**src/rtl/core/eight_bit_alu_with_flags_assert.svh**
```systemverilog
// Assertion macros for the ALU top file.
// Each check is clocked on the given clock and held off while reset is low.
`ifndef EIGHT_BIT_ALU_WITH_FLAGS_ASSERT_SVH
`define EIGHT_BIT_ALU_WITH_FLAGS_ASSERT_SVH

`ifndef NO_ASSERTIONS

// Same-cycle implication: ante |-> cons
`define EALU_ASSERT_NOW(lbl, clk, rst_n, ante, cons, msg) \
    lbl: assert property (@(posedge clk) disable iff (!rst_n) (ante) |-> (cons)) \
        else $error(msg);

// Next-cycle implication: ante |=> cons
`define EALU_ASSERT_NXT(lbl, clk, rst_n, ante, cons, msg) \
    lbl: assert property (@(posedge clk) disable iff (!rst_n) (ante) |=> (cons)) \
        else $error(msg);

`else

`define EALU_ASSERT_NOW(lbl, clk, rst_n, ante, cons, msg)
`define EALU_ASSERT_NXT(lbl, clk, rst_n, ante, cons, msg)

`endif

`endif

```
**src/rtl/core/ealu_pkg.sv**
```systemverilog
`timescale 1ns / 1ps

package ealu_pkg;

    localparam int MODE_W  = 5;
    localparam int WORD_W  = 16;
    localparam int BYTE_W  = 8;
    localparam int INDEX_W = 3;
    localparam int FLAG_W  = 4;

    // Flag bit positions
    localparam int FLAG_Z = 3;
    localparam int FLAG_N = 2;
    localparam int FLAG_H = 1;
    localparam int FLAG_C = 0;

    // Operation codes
    localparam logic [MODE_W-1:0] MODE_ADD   = 5'd0;
    localparam logic [MODE_W-1:0] MODE_ADC   = 5'd1;
    localparam logic [MODE_W-1:0] MODE_SUB   = 5'd2;
    localparam logic [MODE_W-1:0] MODE_SBC   = 5'd3;
    localparam logic [MODE_W-1:0] MODE_AND   = 5'd4;
    localparam logic [MODE_W-1:0] MODE_XOR   = 5'd5;
    localparam logic [MODE_W-1:0] MODE_OR    = 5'd6;
    localparam logic [MODE_W-1:0] MODE_CP    = 5'd7;
    localparam logic [MODE_W-1:0] MODE_INC   = 5'd8;
    localparam logic [MODE_W-1:0] MODE_DEC   = 5'd9;
    localparam logic [MODE_W-1:0] MODE_RLCA  = 5'd10;
    localparam logic [MODE_W-1:0] MODE_RRCA  = 5'd11;
    localparam logic [MODE_W-1:0] MODE_RLA   = 5'd12;
    localparam logic [MODE_W-1:0] MODE_RRA   = 5'd13;
    localparam logic [MODE_W-1:0] MODE_DAA   = 5'd14;
    localparam logic [MODE_W-1:0] MODE_CPL   = 5'd15;
    localparam logic [MODE_W-1:0] MODE_SCF   = 5'd16;
    localparam logic [MODE_W-1:0] MODE_CCF   = 5'd17;
    localparam logic [MODE_W-1:0] MODE_RLC   = 5'd18;
    localparam logic [MODE_W-1:0] MODE_RRC   = 5'd19;
    localparam logic [MODE_W-1:0] MODE_RL    = 5'd20;
    localparam logic [MODE_W-1:0] MODE_RR    = 5'd21;
    localparam logic [MODE_W-1:0] MODE_SLA   = 5'd22;
    localparam logic [MODE_W-1:0] MODE_SRA   = 5'd23;
    localparam logic [MODE_W-1:0] MODE_SWAP  = 5'd24;
    localparam logic [MODE_W-1:0] MODE_SRL   = 5'd25;
    localparam logic [MODE_W-1:0] MODE_BIT   = 5'd26;
    localparam logic [MODE_W-1:0] MODE_RES   = 5'd27;
    localparam logic [MODE_W-1:0] MODE_SET   = 5'd28;
    localparam logic [MODE_W-1:0] MODE_ADD16 = 5'd29;
    localparam logic [MODE_W-1:0] MODE_ADDSP = 5'd30;

    // Decimal adjust corrections
    localparam logic [BYTE_W-1:0] DAA_LO = 8'h06;
    localparam logic [BYTE_W-1:0] DAA_HI = 8'h60;
    localparam logic [BYTE_W-1:0] DAA_MAX = 8'h99;
    localparam logic [3:0]        BCD_MAX = 4'h9;

    typedef struct packed {
        logic [MODE_W-1:0]  mode;
        logic [WORD_W-1:0]  operand_a;
        logic [WORD_W-1:0]  operand_b;
        logic [INDEX_W-1:0] bit_index;
        logic [FLAG_W-1:0]  flags_in;
    } t_req;

    typedef struct packed {
        logic [WORD_W-1:0] result;
        logic [FLAG_W-1:0] flags_out;
    } t_rsp;

endpackage

```
**src/rtl/core/ealu_in_if.sv**
```systemverilog
`timescale 1ns / 1ps

interface ealu_in_if;
    logic                          valid;
    logic                          ready;
    logic [ealu_pkg::MODE_W-1:0]   mode;
    logic [ealu_pkg::WORD_W-1:0]   operand_a;
    logic [ealu_pkg::WORD_W-1:0]   operand_b;
    logic [ealu_pkg::INDEX_W-1:0]  bit_index;
    logic [ealu_pkg::FLAG_W-1:0]   flags_in;

    modport source (
        output valid, mode, operand_a, operand_b, bit_index, flags_in,
        input  ready
    );
    modport sink (
        input  valid, mode, operand_a, operand_b, bit_index, flags_in,
        output ready
    );
endinterface

```
**src/rtl/core/ealu_out_if.sv**
```systemverilog
`timescale 1ns / 1ps

interface ealu_out_if;
    logic                         valid;
    logic                         ready;
    logic [ealu_pkg::WORD_W-1:0]  result;
    logic [ealu_pkg::FLAG_W-1:0]  flags_out;

    modport source (
        output valid, result, flags_out,
        input  ready
    );
    modport sink (
        input  valid, result, flags_out,
        output ready
    );
endinterface

```
**src/rtl/core/eight_bit_alu_with_flags.sv**
```systemverilog
`timescale 1ns / 1ps
// Channel   Dir  Modport  Payload
// i_in      in   sink     mode, operand_a, operand_b, bit_index, flags_in
// o_out     out  source   result, flags_out
//
// One beat is accepted per cycle while i_in.ready is high; each result passes
// through the input register and then the result register.
// Reset (i_rst_n low, synchronous) empties both registers.
// A stalled output holds its beat; the input register keeps filling until
// both stages are full, then i_in.ready drops.

`include "eight_bit_alu_with_flags_assert.svh"

module eight_bit_alu_with_flags (
    input  logic        i_clk,
    input  logic        i_rst_n,
    ealu_in_if.sink     i_in,
    ealu_out_if.source  o_out
);

    logic             r_v1;
    ealu_pkg::t_req   r_req;
    logic             r_v2;
    ealu_pkg::t_rsp   r_rsp;
    logic             n_v1;
    logic             n_v2;
    logic             s2_free;
    logic             s1_adv;
    logic             in_acc;
    ealu_pkg::t_rsp   w_rsp;

    // Handshake control
    assign s2_free    = !r_v2 || o_out.ready;
    assign s1_adv     = r_v1 && s2_free;
    assign i_in.ready = !r_v1 || s2_free;
    assign in_acc     = i_in.valid && i_in.ready;
    assign n_v1       = in_acc || (r_v1 && !s2_free);
    assign n_v2       = s1_adv || (r_v2 && !o_out.ready);

    // Advance valid flags
    always_ff @(posedge i_clk) begin
        if (!i_rst_n) begin
            r_v1 <= 1'b0;
            r_v2 <= 1'b0;
        end else begin
            r_v1 <= n_v1;
            r_v2 <= n_v2;
        end
    end

    // Capture input beat
    always_ff @(posedge i_clk) begin
        if (in_acc) begin
            r_req.mode      <= i_in.mode;
            r_req.operand_a <= i_in.operand_a;
            r_req.operand_b <= i_in.operand_b;
            r_req.bit_index <= i_in.bit_index;
            r_req.flags_in  <= i_in.flags_in;
        end
    end

    ealu_core u_core (
        .i_req (r_req),
        .o_rsp (w_rsp)
    );

    // Capture result
    always_ff @(posedge i_clk) begin
        if (s1_adv) begin
            r_rsp <= w_rsp;
        end
    end

    assign o_out.valid     = r_v2;
    assign o_out.result    = r_rsp.result;
    assign o_out.flags_out = r_rsp.flags_out;

    `EALU_ASSERT_NXT(a_adv_fills_out, i_clk, i_rst_n, s1_adv, r_v2, "advanced beat lost")
    `EALU_ASSERT_NXT(a_blocked_holds, i_clk, i_rst_n, r_v1 && !s2_free, r_v1 && $stable(r_req), "blocked input register changed")
    `EALU_ASSERT_NOW(a_no_overrun, i_clk, i_rst_n, in_acc, !(r_v1 && r_v2 && !o_out.ready), "beat accepted into full pipe")
    `EALU_ASSERT_NOW(a_byte_high_zero, i_clk, i_rst_n, r_v1 && (r_req.mode < ealu_pkg::MODE_ADD16), w_rsp.result[15:8] == 8'h00, "byte op high byte set")

endmodule

```
**src/rtl/core/ealu_core.sv**
```systemverilog
`timescale 1ns / 1ps

module ealu_core (
    input  ealu_pkg::t_req i_req,
    output ealu_pkg::t_rsp o_rsp
);

    logic [7:0]  a;
    logic [7:0]  b;
    logic [15:0] a16;
    logic [15:0] b16;
    logic        fz, fn, fh, fc;
    logic        cin_add, cin_sub;
    logic [8:0]  sum9;
    logic [4:0]  hsum5;
    logic [8:0]  dif9;
    logic [4:0]  hdif5;
    logic [7:0]  inc8, dec8;
    logic [7:0]  daa_adj;
    logic        daa_c;
    logic [7:0]  daa_r;
    logic [7:0]  bit_mask;
    logic [16:0] sum17;
    logic [12:0] hsum13;
    logic [15:0] sp_r;
    logic [4:0]  sp_h5;
    logic [8:0]  sp_c9;
    logic [7:0]  r8;
    logic [15:0] r;
    logic        nz, nn, nh, nc;
    logic        wide;

    // Unpack operands and incoming flags
    assign a   = i_req.operand_a[7:0];
    assign b   = i_req.operand_b[7:0];
    assign a16 = i_req.operand_a;
    assign b16 = i_req.operand_b;
    assign fz  = i_req.flags_in[ealu_pkg::FLAG_Z];
    assign fn  = i_req.flags_in[ealu_pkg::FLAG_N];
    assign fh  = i_req.flags_in[ealu_pkg::FLAG_H];
    assign fc  = i_req.flags_in[ealu_pkg::FLAG_C];

    // 8-bit add and subtract over nine bits, nibble carries alongside
    assign cin_add = (i_req.mode == ealu_pkg::MODE_ADC) & fc;
    assign cin_sub = (i_req.mode == ealu_pkg::MODE_SBC) & fc;
    assign sum9    = {1'b0, a} + {1'b0, b} + {8'b0, cin_add};
    assign hsum5   = {1'b0, a[3:0]} + {1'b0, b[3:0]} + {4'b0, cin_add};
    assign dif9    = {1'b0, a} - {1'b0, b} - {8'b0, cin_sub};
    assign hdif5   = {1'b0, a[3:0]} - {1'b0, b[3:0]} - {4'b0, cin_sub};
    assign inc8    = a + 8'd1;
    assign dec8    = a - 8'd1;

    // Decimal adjust from incoming N, H and C
    always_comb begin
        daa_adj = '0;
        daa_c   = fc;
        if (fn) begin
            if (fh) daa_adj = daa_adj | ealu_pkg::DAA_LO;
            if (fc) daa_adj = daa_adj | ealu_pkg::DAA_HI;
            daa_r = a - daa_adj;
        end else begin
            if (fh || (a[3:0] > ealu_pkg::BCD_MAX)) daa_adj = daa_adj | ealu_pkg::DAA_LO;
            if (fc || (a > ealu_pkg::DAA_MAX)) begin
                daa_adj = daa_adj | ealu_pkg::DAA_HI;
                daa_c   = 1'b1;
            end
            daa_r = a + daa_adj;
        end
    end

    // 16-bit adds: register pair and signed offset
    assign bit_mask = 8'd1 << i_req.bit_index;
    assign sum17    = {1'b0, a16} + {1'b0, b16};
    assign hsum13   = {1'b0, a16[11:0]} + {1'b0, b16[11:0]};
    assign sp_r     = a16 + {{8{b[7]}}, b};
    assign sp_h5    = {1'b0, a16[3:0]} + {1'b0, b[3:0]};
    assign sp_c9    = {1'b0, a16[7:0]} + {1'b0, b};

    // Select result and flags by operation
    always_comb begin
        r8   = a;
        wide = 1'b0;
        r    = a16;
        nz   = fz;
        nn   = fn;
        nh   = fh;
        nc   = fc;
        case (i_req.mode)
            ealu_pkg::MODE_ADD, ealu_pkg::MODE_ADC: begin
                r8 = sum9[7:0]; nz = (r8 == 8'h00); nn = 1'b0;
                nh = hsum5[4];  nc = sum9[8];
            end
            ealu_pkg::MODE_SUB, ealu_pkg::MODE_SBC, ealu_pkg::MODE_CP: begin
                r8 = dif9[7:0]; nz = (r8 == 8'h00); nn = 1'b1;
                nh = hdif5[4];  nc = dif9[8];
                if (i_req.mode == ealu_pkg::MODE_CP) r8 = a;
            end
            ealu_pkg::MODE_AND: begin
                r8 = a & b; nz = (r8 == 8'h00); nn = 1'b0; nh = 1'b1; nc = 1'b0;
            end
            ealu_pkg::MODE_XOR: begin
                r8 = a ^ b; nz = (r8 == 8'h00); nn = 1'b0; nh = 1'b0; nc = 1'b0;
            end
            ealu_pkg::MODE_OR: begin
                r8 = a | b; nz = (r8 == 8'h00); nn = 1'b0; nh = 1'b0; nc = 1'b0;
            end
            ealu_pkg::MODE_INC: begin
                r8 = inc8; nz = (r8 == 8'h00); nn = 1'b0; nh = (a[3:0] == 4'hf);
            end
            ealu_pkg::MODE_DEC: begin
                r8 = dec8; nz = (r8 == 8'h00); nn = 1'b1; nh = (a[3:0] == 4'h0);
            end
            ealu_pkg::MODE_RLCA, ealu_pkg::MODE_RLC: begin
                r8 = {a[6:0], a[7]};
                nz = (i_req.mode == ealu_pkg::MODE_RLC) && (r8 == 8'h00);
                nn = 1'b0; nh = 1'b0; nc = a[7];
            end
            ealu_pkg::MODE_RRCA, ealu_pkg::MODE_RRC: begin
                r8 = {a[0], a[7:1]};
                nz = (i_req.mode == ealu_pkg::MODE_RRC) && (r8 == 8'h00);
                nn = 1'b0; nh = 1'b0; nc = a[0];
            end
            ealu_pkg::MODE_RLA, ealu_pkg::MODE_RL: begin
                r8 = {a[6:0], fc};
                nz = (i_req.mode == ealu_pkg::MODE_RL) && (r8 == 8'h00);
                nn = 1'b0; nh = 1'b0; nc = a[7];
            end
            ealu_pkg::MODE_RRA, ealu_pkg::MODE_RR: begin
                r8 = {fc, a[7:1]};
                nz = (i_req.mode == ealu_pkg::MODE_RR) && (r8 == 8'h00);
                nn = 1'b0; nh = 1'b0; nc = a[0];
            end
            ealu_pkg::MODE_DAA: begin
                r8 = daa_r; nz = (r8 == 8'h00); nh = 1'b0; nc = daa_c;
            end
            ealu_pkg::MODE_CPL: begin
                r8 = ~a; nn = 1'b1; nh = 1'b1;
            end
            ealu_pkg::MODE_SCF: begin
                nn = 1'b0; nh = 1'b0; nc = 1'b1;
            end
            ealu_pkg::MODE_CCF: begin
                nn = 1'b0; nh = 1'b0; nc = ~fc;
            end
            ealu_pkg::MODE_SLA: begin
                r8 = {a[6:0], 1'b0}; nz = (r8 == 8'h00); nn = 1'b0; nh = 1'b0; nc = a[7];
            end
            ealu_pkg::MODE_SRA: begin
                r8 = {a[7], a[7:1]}; nz = (r8 == 8'h00); nn = 1'b0; nh = 1'b0; nc = a[0];
            end
            ealu_pkg::MODE_SWAP: begin
                r8 = {a[3:0], a[7:4]}; nz = (r8 == 8'h00); nn = 1'b0; nh = 1'b0; nc = 1'b0;
            end
            ealu_pkg::MODE_SRL: begin
                r8 = {1'b0, a[7:1]}; nz = (r8 == 8'h00); nn = 1'b0; nh = 1'b0; nc = a[0];
            end
            ealu_pkg::MODE_BIT: begin
                nz = ~|(a & bit_mask); nn = 1'b0; nh = 1'b1;
            end
            ealu_pkg::MODE_RES: begin
                r8 = a & ~bit_mask;
            end
            ealu_pkg::MODE_SET: begin
                r8 = a | bit_mask;
            end
            ealu_pkg::MODE_ADD16: begin
                wide = 1'b1; r = sum17[15:0];
                nn = 1'b0; nh = hsum13[12]; nc = sum17[16];
            end
            ealu_pkg::MODE_ADDSP: begin
                wide = 1'b1; r = sp_r;
                nz = 1'b0; nn = 1'b0; nh = sp_h5[4]; nc = sp_c9[8];
            end
            default: begin
                // Unused code: pass the full operand and keep the flags
                wide = 1'b1;
            end
        endcase
    end

    assign o_rsp.result    = wide ? r : {8'h00, r8};
    assign o_rsp.flags_out = {nz, nn, nh, nc};

endmodule
```
**src/flat_wrapper.sv**
```systemverilog
// flat-port wrapper written by rule: the top's interface ports become plain ports
module eight_bit_alu_with_flags_flat 
  (i_clk, i_rst_n, i_in_valid, i_in_mode, i_in_operand_a, i_in_operand_b, i_in_bit_index, i_in_flags_in, i_in_ready, o_out_valid, o_out_result, o_out_flags_out, o_out_ready);
  ealu_in_if i_in_i ();
  ealu_out_if o_out_i ();
  input  logic i_clk;
  input  logic i_rst_n;
  input wire logic [$bits(i_in_i.valid)-1:0] i_in_valid;
  input wire logic [$bits(i_in_i.mode)-1:0] i_in_mode;
  input wire logic [$bits(i_in_i.operand_a)-1:0] i_in_operand_a;
  input wire logic [$bits(i_in_i.operand_b)-1:0] i_in_operand_b;
  input wire logic [$bits(i_in_i.bit_index)-1:0] i_in_bit_index;
  input wire logic [$bits(i_in_i.flags_in)-1:0] i_in_flags_in;
  output wire logic [$bits(i_in_i.ready)-1:0] i_in_ready;
  output wire logic [$bits(o_out_i.valid)-1:0] o_out_valid;
  output wire logic [$bits(o_out_i.result)-1:0] o_out_result;
  output wire logic [$bits(o_out_i.flags_out)-1:0] o_out_flags_out;
  input wire logic [$bits(o_out_i.ready)-1:0] o_out_ready;
  assign i_in_i.valid = i_in_valid;
  assign i_in_i.mode = i_in_mode;
  assign i_in_i.operand_a = i_in_operand_a;
  assign i_in_i.operand_b = i_in_operand_b;
  assign i_in_i.bit_index = i_in_bit_index;
  assign i_in_i.flags_in = i_in_flags_in;
  assign i_in_ready = i_in_i.ready;
  assign o_out_valid = o_out_i.valid;
  assign o_out_result = o_out_i.result;
  assign o_out_flags_out = o_out_i.flags_out;
  assign o_out_i.ready = o_out_ready;
  eight_bit_alu_with_flags u_core (.i_clk(i_clk), .i_rst_n(i_rst_n), .i_in(i_in_i), .o_out(o_out_i));
endmodule
```
**config.mk**
```make
export PLATFORM = sky130hd
export DESIGN_NAME = eight_bit_alu_with_flags_flat
export DESIGN_NICKNAME = d
export VERILOG_FILES = /design/src/rtl/core/ealu_pkg.sv /design/src/rtl/core/ealu_in_if.sv /design/src/rtl/core/ealu_out_if.sv /design/src/rtl/core/eight_bit_alu_with_flags.sv /design/src/rtl/core/ealu_core.sv /design/src/flat_wrapper.sv
export VERILOG_INCLUDE_DIRS = /design/src /design/src/rtl/core
export SDC_FILE = /design/constraint.sdc
export NUM_CORES = 1
export LEC_CHECK = 0
export BUFFER_PORTS_ARGS = -buffer_cell sky130_fd_sc_hd__buf_2
export CAP_MARGIN = 20
export CORE_MARGIN = 2
export CORE_UTILIZATION = 37
export DETAILED_ROUTE_END_ITERATION = 16
export GPL_ROUTABILITY_DRIVEN = 1
export PLACE_DENSITY = 0.64
export SLEW_MARGIN = 20
export SYNTH_ARGS = -nofsm -noshare
export SYNTH_HDL_FRONTEND = slang
export SYNTH_SLANG_ARGS = --single-unit
```
**constraint.sdc**
```tcl
create_clock -name i_clk -period 7.85 [get_ports i_clk]
set_clock_uncertainty 0.2 [all_clocks]
set_input_delay 1.57 -clock i_clk [delete_from_list [all_inputs] [get_ports i_clk]]
set_output_delay 1.57 -clock i_clk [all_outputs]
set_load 0.005 [all_outputs]
```
# == Word-level counts from Yosys, hierarchy flattened ==
# Index checks and enable logic that the tools add are counted.
# word_totals
output_inout_bits,22
word_cells,139
reg_bits,66
inputBits,48
# op_classes
shifts,1
n_mux,17
reduce_logical,52
add_sub_neg,15
bitwise,11
n_lt_le_gt_ge,2
n_eq_ne,31
# op_table
operator,n
one-hot mux 8 bit (19 select lines),1
zero test 8 bit,14
== test 5 bit (second input constant),15
== test 5 x 4 -> 1 bit (second input constant),8
2-to-1 mux 8 bit,5
one-hot mux 16 bit (2 select lines),1
OR reduction 29 bit,1
bitwise AND 8 bit,3
OR reduction 23 bit,1
== test 5 x 3 -> 1 bit (second input constant),4
one-hot mux 1 bit (18 select lines),1
adder 16 x 16 -> 17 bit,1
OR reduction 17 bit,1
adder 16 bit,1
inverter 8 bit,2
bitwise OR 8 bit,2
zero test 7 bit,2
2-to-1 mux 7 bit,2
adder 12 x 12 -> 13 bit,1
== test 5 x 2 -> 1 bit (second input constant),2
one-hot mux 1 bit (10 select lines),1
OR reduction 2 bit,5
OR reduction 5 bit,2
adder 8 x 8 -> 9 bit,1
other kinds (32),52

# == Longest topological paths before layout ==
# logic_depth
depth_word,9
depth_mapped,17
ltp_nobuf,16

# == Cells and area by module ==
# A second synthesis with hierarchy kept.
# unflattened
hier_cells,777
hier_area_um2,6814.0
# by_module_without_submodules
module,n_inst,cells_each,seq_area_each_um2,area_per_inst_um2
ealu_core,1,704,0.0,4788.3
eight_bit_alu_with_flags,1,73,1961.9,2025.7

# == Least setup slack after synthesis ==
# OpenSTA, ideal clock, no wires.
# synth_path
path_kind,register to register
from,reg u_core.r_req[40] in the netlist's numbering
to,"reg u_core.r_rsp (netlist bit u_core.o_out.flags_out[0]), data pin"
path_buffers,4
setup_slack_ps,3972
required_ps,7388
path_stages_with_launch,18
setup_ps,262
synth_period_minus_slack_ps,3878
t_arrival_ps,3416
path_cell_list,edfxtp_1 > buf_2 > buf_6 > buf_2 > clkbuf_1 > nand4_1 > fa_1 > inv_1 > ha_1 > nor2_1 > fa_1 > nand2b_1 > a2111oi_0 > nor3_1 > a31oi_1 > xnor2_1 > o221a_2 > a31oi_1
# synth_via
elab_chain_cells,4
word_cells_on_any_way,35
cone_classes,2 x add/sub; 24 x eq/ne; 1 x mux; 2 x bitwise; 6 x reduce/logical
# synth_rtl
element,line_no,rtl
from (decl),eight_bit_alu_with_flags.sv:22,ealu_pkg::t_req r_req;
== test 5 x 2 -> 1 bit or == test 5 x 1 -> 1 bit (tied branches),"ealu_core.sv:45, ealu_core.sv:88, ealu_core.sv:44",
"bitwise AND 1 bit, on equally long branches","ealu_core.sv:45, ealu_core.sv:44",
subtractor 9 x 1 -> 9 bit or adder 9 x 1 -> 9 bit (tied branches),"ealu_core.sv:48, ealu_core.sv:46",
one-hot mux 1 bit (10 select lines) *,ealu_core.sv:88,case (i_req.mode)
net u_core.u_core.nc,ealu_core.sv:30,"logic nz, nn, nh, nc;"
to (signal assigned),eight_bit_alu_with_flags.sv:70,r_rsp <= w_rsp;
to (decl),eight_bit_alu_with_flags.sv:24,ealu_pkg::t_rsp r_rsp;
# Mark *: on every way through the listed nets, which the timed path passes. The rest lies on a longest branch.
# A chain may end at the register's enable or synchronous reset.

# == Final worst setup path ==
# layout_path
from,reg u_core.r_req[41] in the netlist's numbering
to,"reg u_core.r_rsp (netlist bit u_core.o_out.flags_out[0]), data pin"
# The elaborated chain is that of the path after synthesis.

==> qor.yml <==
status:
  outcome: "finished, final reports clean"
worst_setup_path:
  reg_to_reg_start: "u_core.r_req[41]"
  cp-end-kind: "flip-flop"
  worst_setup_path_start_kind: "flip-flop"
  critPathTopFamily: "simple AND/OR/NAND/NOR gates"
  worst-path-max-fanout: 36
  worst_r2r_endpoint: "u_core.o_out.flags_out[0]"
  worstPathCellList: "buf_4, nor2_1, nand4_1, fa_1, inv_1, ha_1, nor2_1, fa_1, nand2b_1, a2111oi_0, nor3_1, a31oi_1, xnor2_1, o221a_2, a31oi_1"
  worst-path-buf-inv: 2
  critical_path_arrival_ns: 4.32
  ff2ff_path_depth: 15
  critical_path_depth: 15
  crit_path_max_incr_delay_ns: 0.61
  worst_path_max_delay_cell: "fa_1"
  critical_path_required_ns: 7.73
  criticalPathCategory: "flip-flop to flip-flop"
  reg2reg_slack_ns: 3.42
cells_and_area:
  flow.area_growth_from_synthesis_pct: 12.5
  post_route_cells_drive_above_1_share_pct: 14.5
  final_net_count: 976
  insertedDiodeCount: 0
  sequential_cell_area_mm2: 0.00196
  layout.filler_cells: 1825
  multi_input_comb_area_mm2: 0.00465
cts:
  cts_inserted_buffers: 9
  clock_latency_ns: 0.35
  tritoncts: "built"
  clk_pin_slew_ns: 0.06
  htree_levels: 3
  post-cts-setup-buffer-count: 0
  clock_sinks: 66
  clock_tree.root_cell: "clkbuf_16"
  clk_path_buf_depth: 2
  post_cts_resize_count: 0
  cts-hold-fix-buffers: 0
synth:
  synth_sequential_area_ratio_pct: 28.3
  synth_enable_flop_cells: 64
  syn_inst: 812
  yosysWarnings: 0
  synth.mux.area_fraction_pct: 1.79
  synth-xor-area-share_pct: 5.02
  synth-compound-area-share_pct: 26.3
  postSynth.asyncResetShare_pct: 0
  synth_simple_gate_area_share_pct: 22.2
  synth_top_family_by_area: "compound AO/OA/AOI/OAI gates"
  synthesis.area_mm2: 0.00693
  yosys_most_used_dff: "edfxtp_1"
  syn-num-nets: 923
  synth.ff_latch_count: 66
  yosys.cell_types.count: 87
  synth_adder_area_share_pct: 11.7
  synth.avg_cell_area_um2: 8.54
die:
  area_enclosed_by_the_die_boundary_mm2: 0.0199
  fp.dieW_um: 141
  fp-row-count: 50
  initial_core_util_pct: 37.4
  fp.coreArea_mm2: 0.0185
  top_level_ports: 70
  die_h_um: 141
sta:
  post_layout_min_period_ns: 4.43
  worst-slew-pin-transition_ns: 0.962
  setup_viol: 0
  timing.fmax_ghz: 0.226
  final_max_slew_viol_count: 0
  hold_viol: 0
  final_min_period_over_clock_period_pct: 56.5
  grt_setup_unrepaired: "no"
  maxSlewHeadroom_pct: 35.3
  fin_setup_tns_ns: 0
  final.hold.worst_slack_ns: 0.331
worst_hold_path:
  timing.hold.worst_path_depth: 1
  timing.hold.worst.start: "u_core.r_v1"
  hold_path_class: "flip-flop to flip-flop"
  hold_path_end: "u_core.o_out.valid"
grt:
  grt_first_pass_wirelength_um: 38700
  number_of_antenna_violations_at_the_first_check_in_global_routing: 0
  grt_overflow_total: 0
  grt_pass1_vias: 6394
  grt_start_max_net_pins: 54
  global_route.usage.total_pct: 25.6
power_and_ir_drop:
  vdd_ir_drop_max_mv: 0.0948
  power_density_mw_per_mm2: 160
  leak_uw: 0.00298
route:
  finalWirelength_um: 25700
  drt_first_iter_violations: 980
  wl_per_cell_um: 23.3
  postRouteAntennaNets: 0
  detail_route.drc_violations: 0
  drt_first_pass_iters: 6
  routed_via_density: 6.39
  routed-via-count: 7053
run:
  cap_violations: 0
place:
  detailedPlacementHpwl_um: 19000
  gp_congestion: 0.982
  place.port_buffers: 69
==> cell families (layout without fill, tap and decap cells) <==
logic type / after synthesis / count (layout)
DFF: 66 / 66
and+or+nand+nor: 290 / 290
adders and majority gates: 63 / 63
muxes: 12 / 12
buffers and inverters: 79 / 137
AOI/OAI and AO/OA: 264 / 264
xor gates and xnor gates: 38 / 38
==> layout make-up <==
cell class | instances | area share [%]
Tap cell | 234 | 3.75
Sequential cell | 66 | 25.2
Timing Repair Buffer | 86 | 6.06
Multi-Input combinational cell | 667 | 59.7
Inverter | 35 | 1.68
Clock buffer | 10 | 2.94
Clock inverter | 6 | 0.738
==> Yosys cell counts, types with 19 or more instances <==
| cell | n | area [um2] |
|---|---|---|
| a21oi_1 | 52 | 260 |
| clkbuf_1 | 26 | 97.6 |
| edfxtp_1 | 64 | 1920 |
| ha_1 | 60 | 751 |
| inv_1 | 33 | 124 |
| nand2_1 | 55 | 206 |
| nand3_1 | 25 | 125 |
| nor2_1 | 64 | 240 |
| nor2b_1 | 19 | 119 |
| nor3_1 | 26 | 130 |
| o21ai_0 | 40 | 200 |
| xnor2_1 | 25 | 219 |
==> metrics by stage <==
| stage | total power [uW] | worst slack [ns] | instances | area [um2] | util [%] |
|---|---|---|---|---|---|
| CTS | 1250 | 3.56 | 1104 | 7800 | 42.1 |
| finish | 1250 | 3.42 | 1104 | 7800 | 42.1 |
| detailed placement | 835 | 3.59 | 1088 | 7510 | 40.6 |
| global route | 1300 | 3.28 | 1104 | 7800 | 42.1 |
| floorplan | 715 | 3.97 | 812 | 6930 | - |
| global placement | 836 | 3.66 | 1088 | 7510 | 40.6 |
==> placed cells by master, fill, tap and decap left out, drive strengths merged, types with 12 or more instances in the layout <==
master	instances
a31oi	18
o22ai	16
nor2b	19
ha	60
a22oi	14
a211oi	17
nor2	64
edfxtp	64
xnor2	26
o21ai	46
buf	86
nor4	17
and3	18
xor2	12
inv	34
a21oi	54
nand3	27
nor3	30
nand2	55
a21o	12
==> worst max path at each step <==
stage,start,end,slack [ns]
3_3_place_gp,u_core.r_req[43],u_core.o_out.flags_out[0],3.66
3_5_place_dp,u_core.r_req[41],u_core.o_out.flags_out[0],3.59
5_1_grt,u_core.r_req[41],u_core.o_out.flags_out[0],3.28
6_report,u_core.r_req[41],u_core.o_out.flags_out[0],3.42
2_1_floorplan,u_core.r_req[40],u_core.o_out.flags_out[0],3.97
4_1_cts,u_core.r_req[41],u_core.o_out.flags_out[0],3.56
==> registers in the layout, summed over array words and instances, names as in the netlist <==
register	cells
u_core.r_req	44
u_core.o_out.result	16
u_core.o_out.flags_out	4
u_core.o_out.valid	1
u_core.r_v1	1
==> where the power goes <==
group	internal [uW]	total (uW)	switching (uW)
Sequential	414	431	17.3
Combinational	151	410	258
Clock	243	410	166
Total	808	1250	442
==> routing by layer <==
metal / wire length (um) / global-route usage (%) / vias to the layer above / part of all wire (%)
li1: - / - / 3235 / -
met1: 11200 / 36.0 / 3339 / 43
met2: 11100 / 38.5 / 395 / 43
met3: 2310 / 4.99 / 84 / 9.0
met4: 1130 / 10.3 / 0 / 4.4
met5: 0 / 0 / - / 0
(Power assumes the default switching activity.)
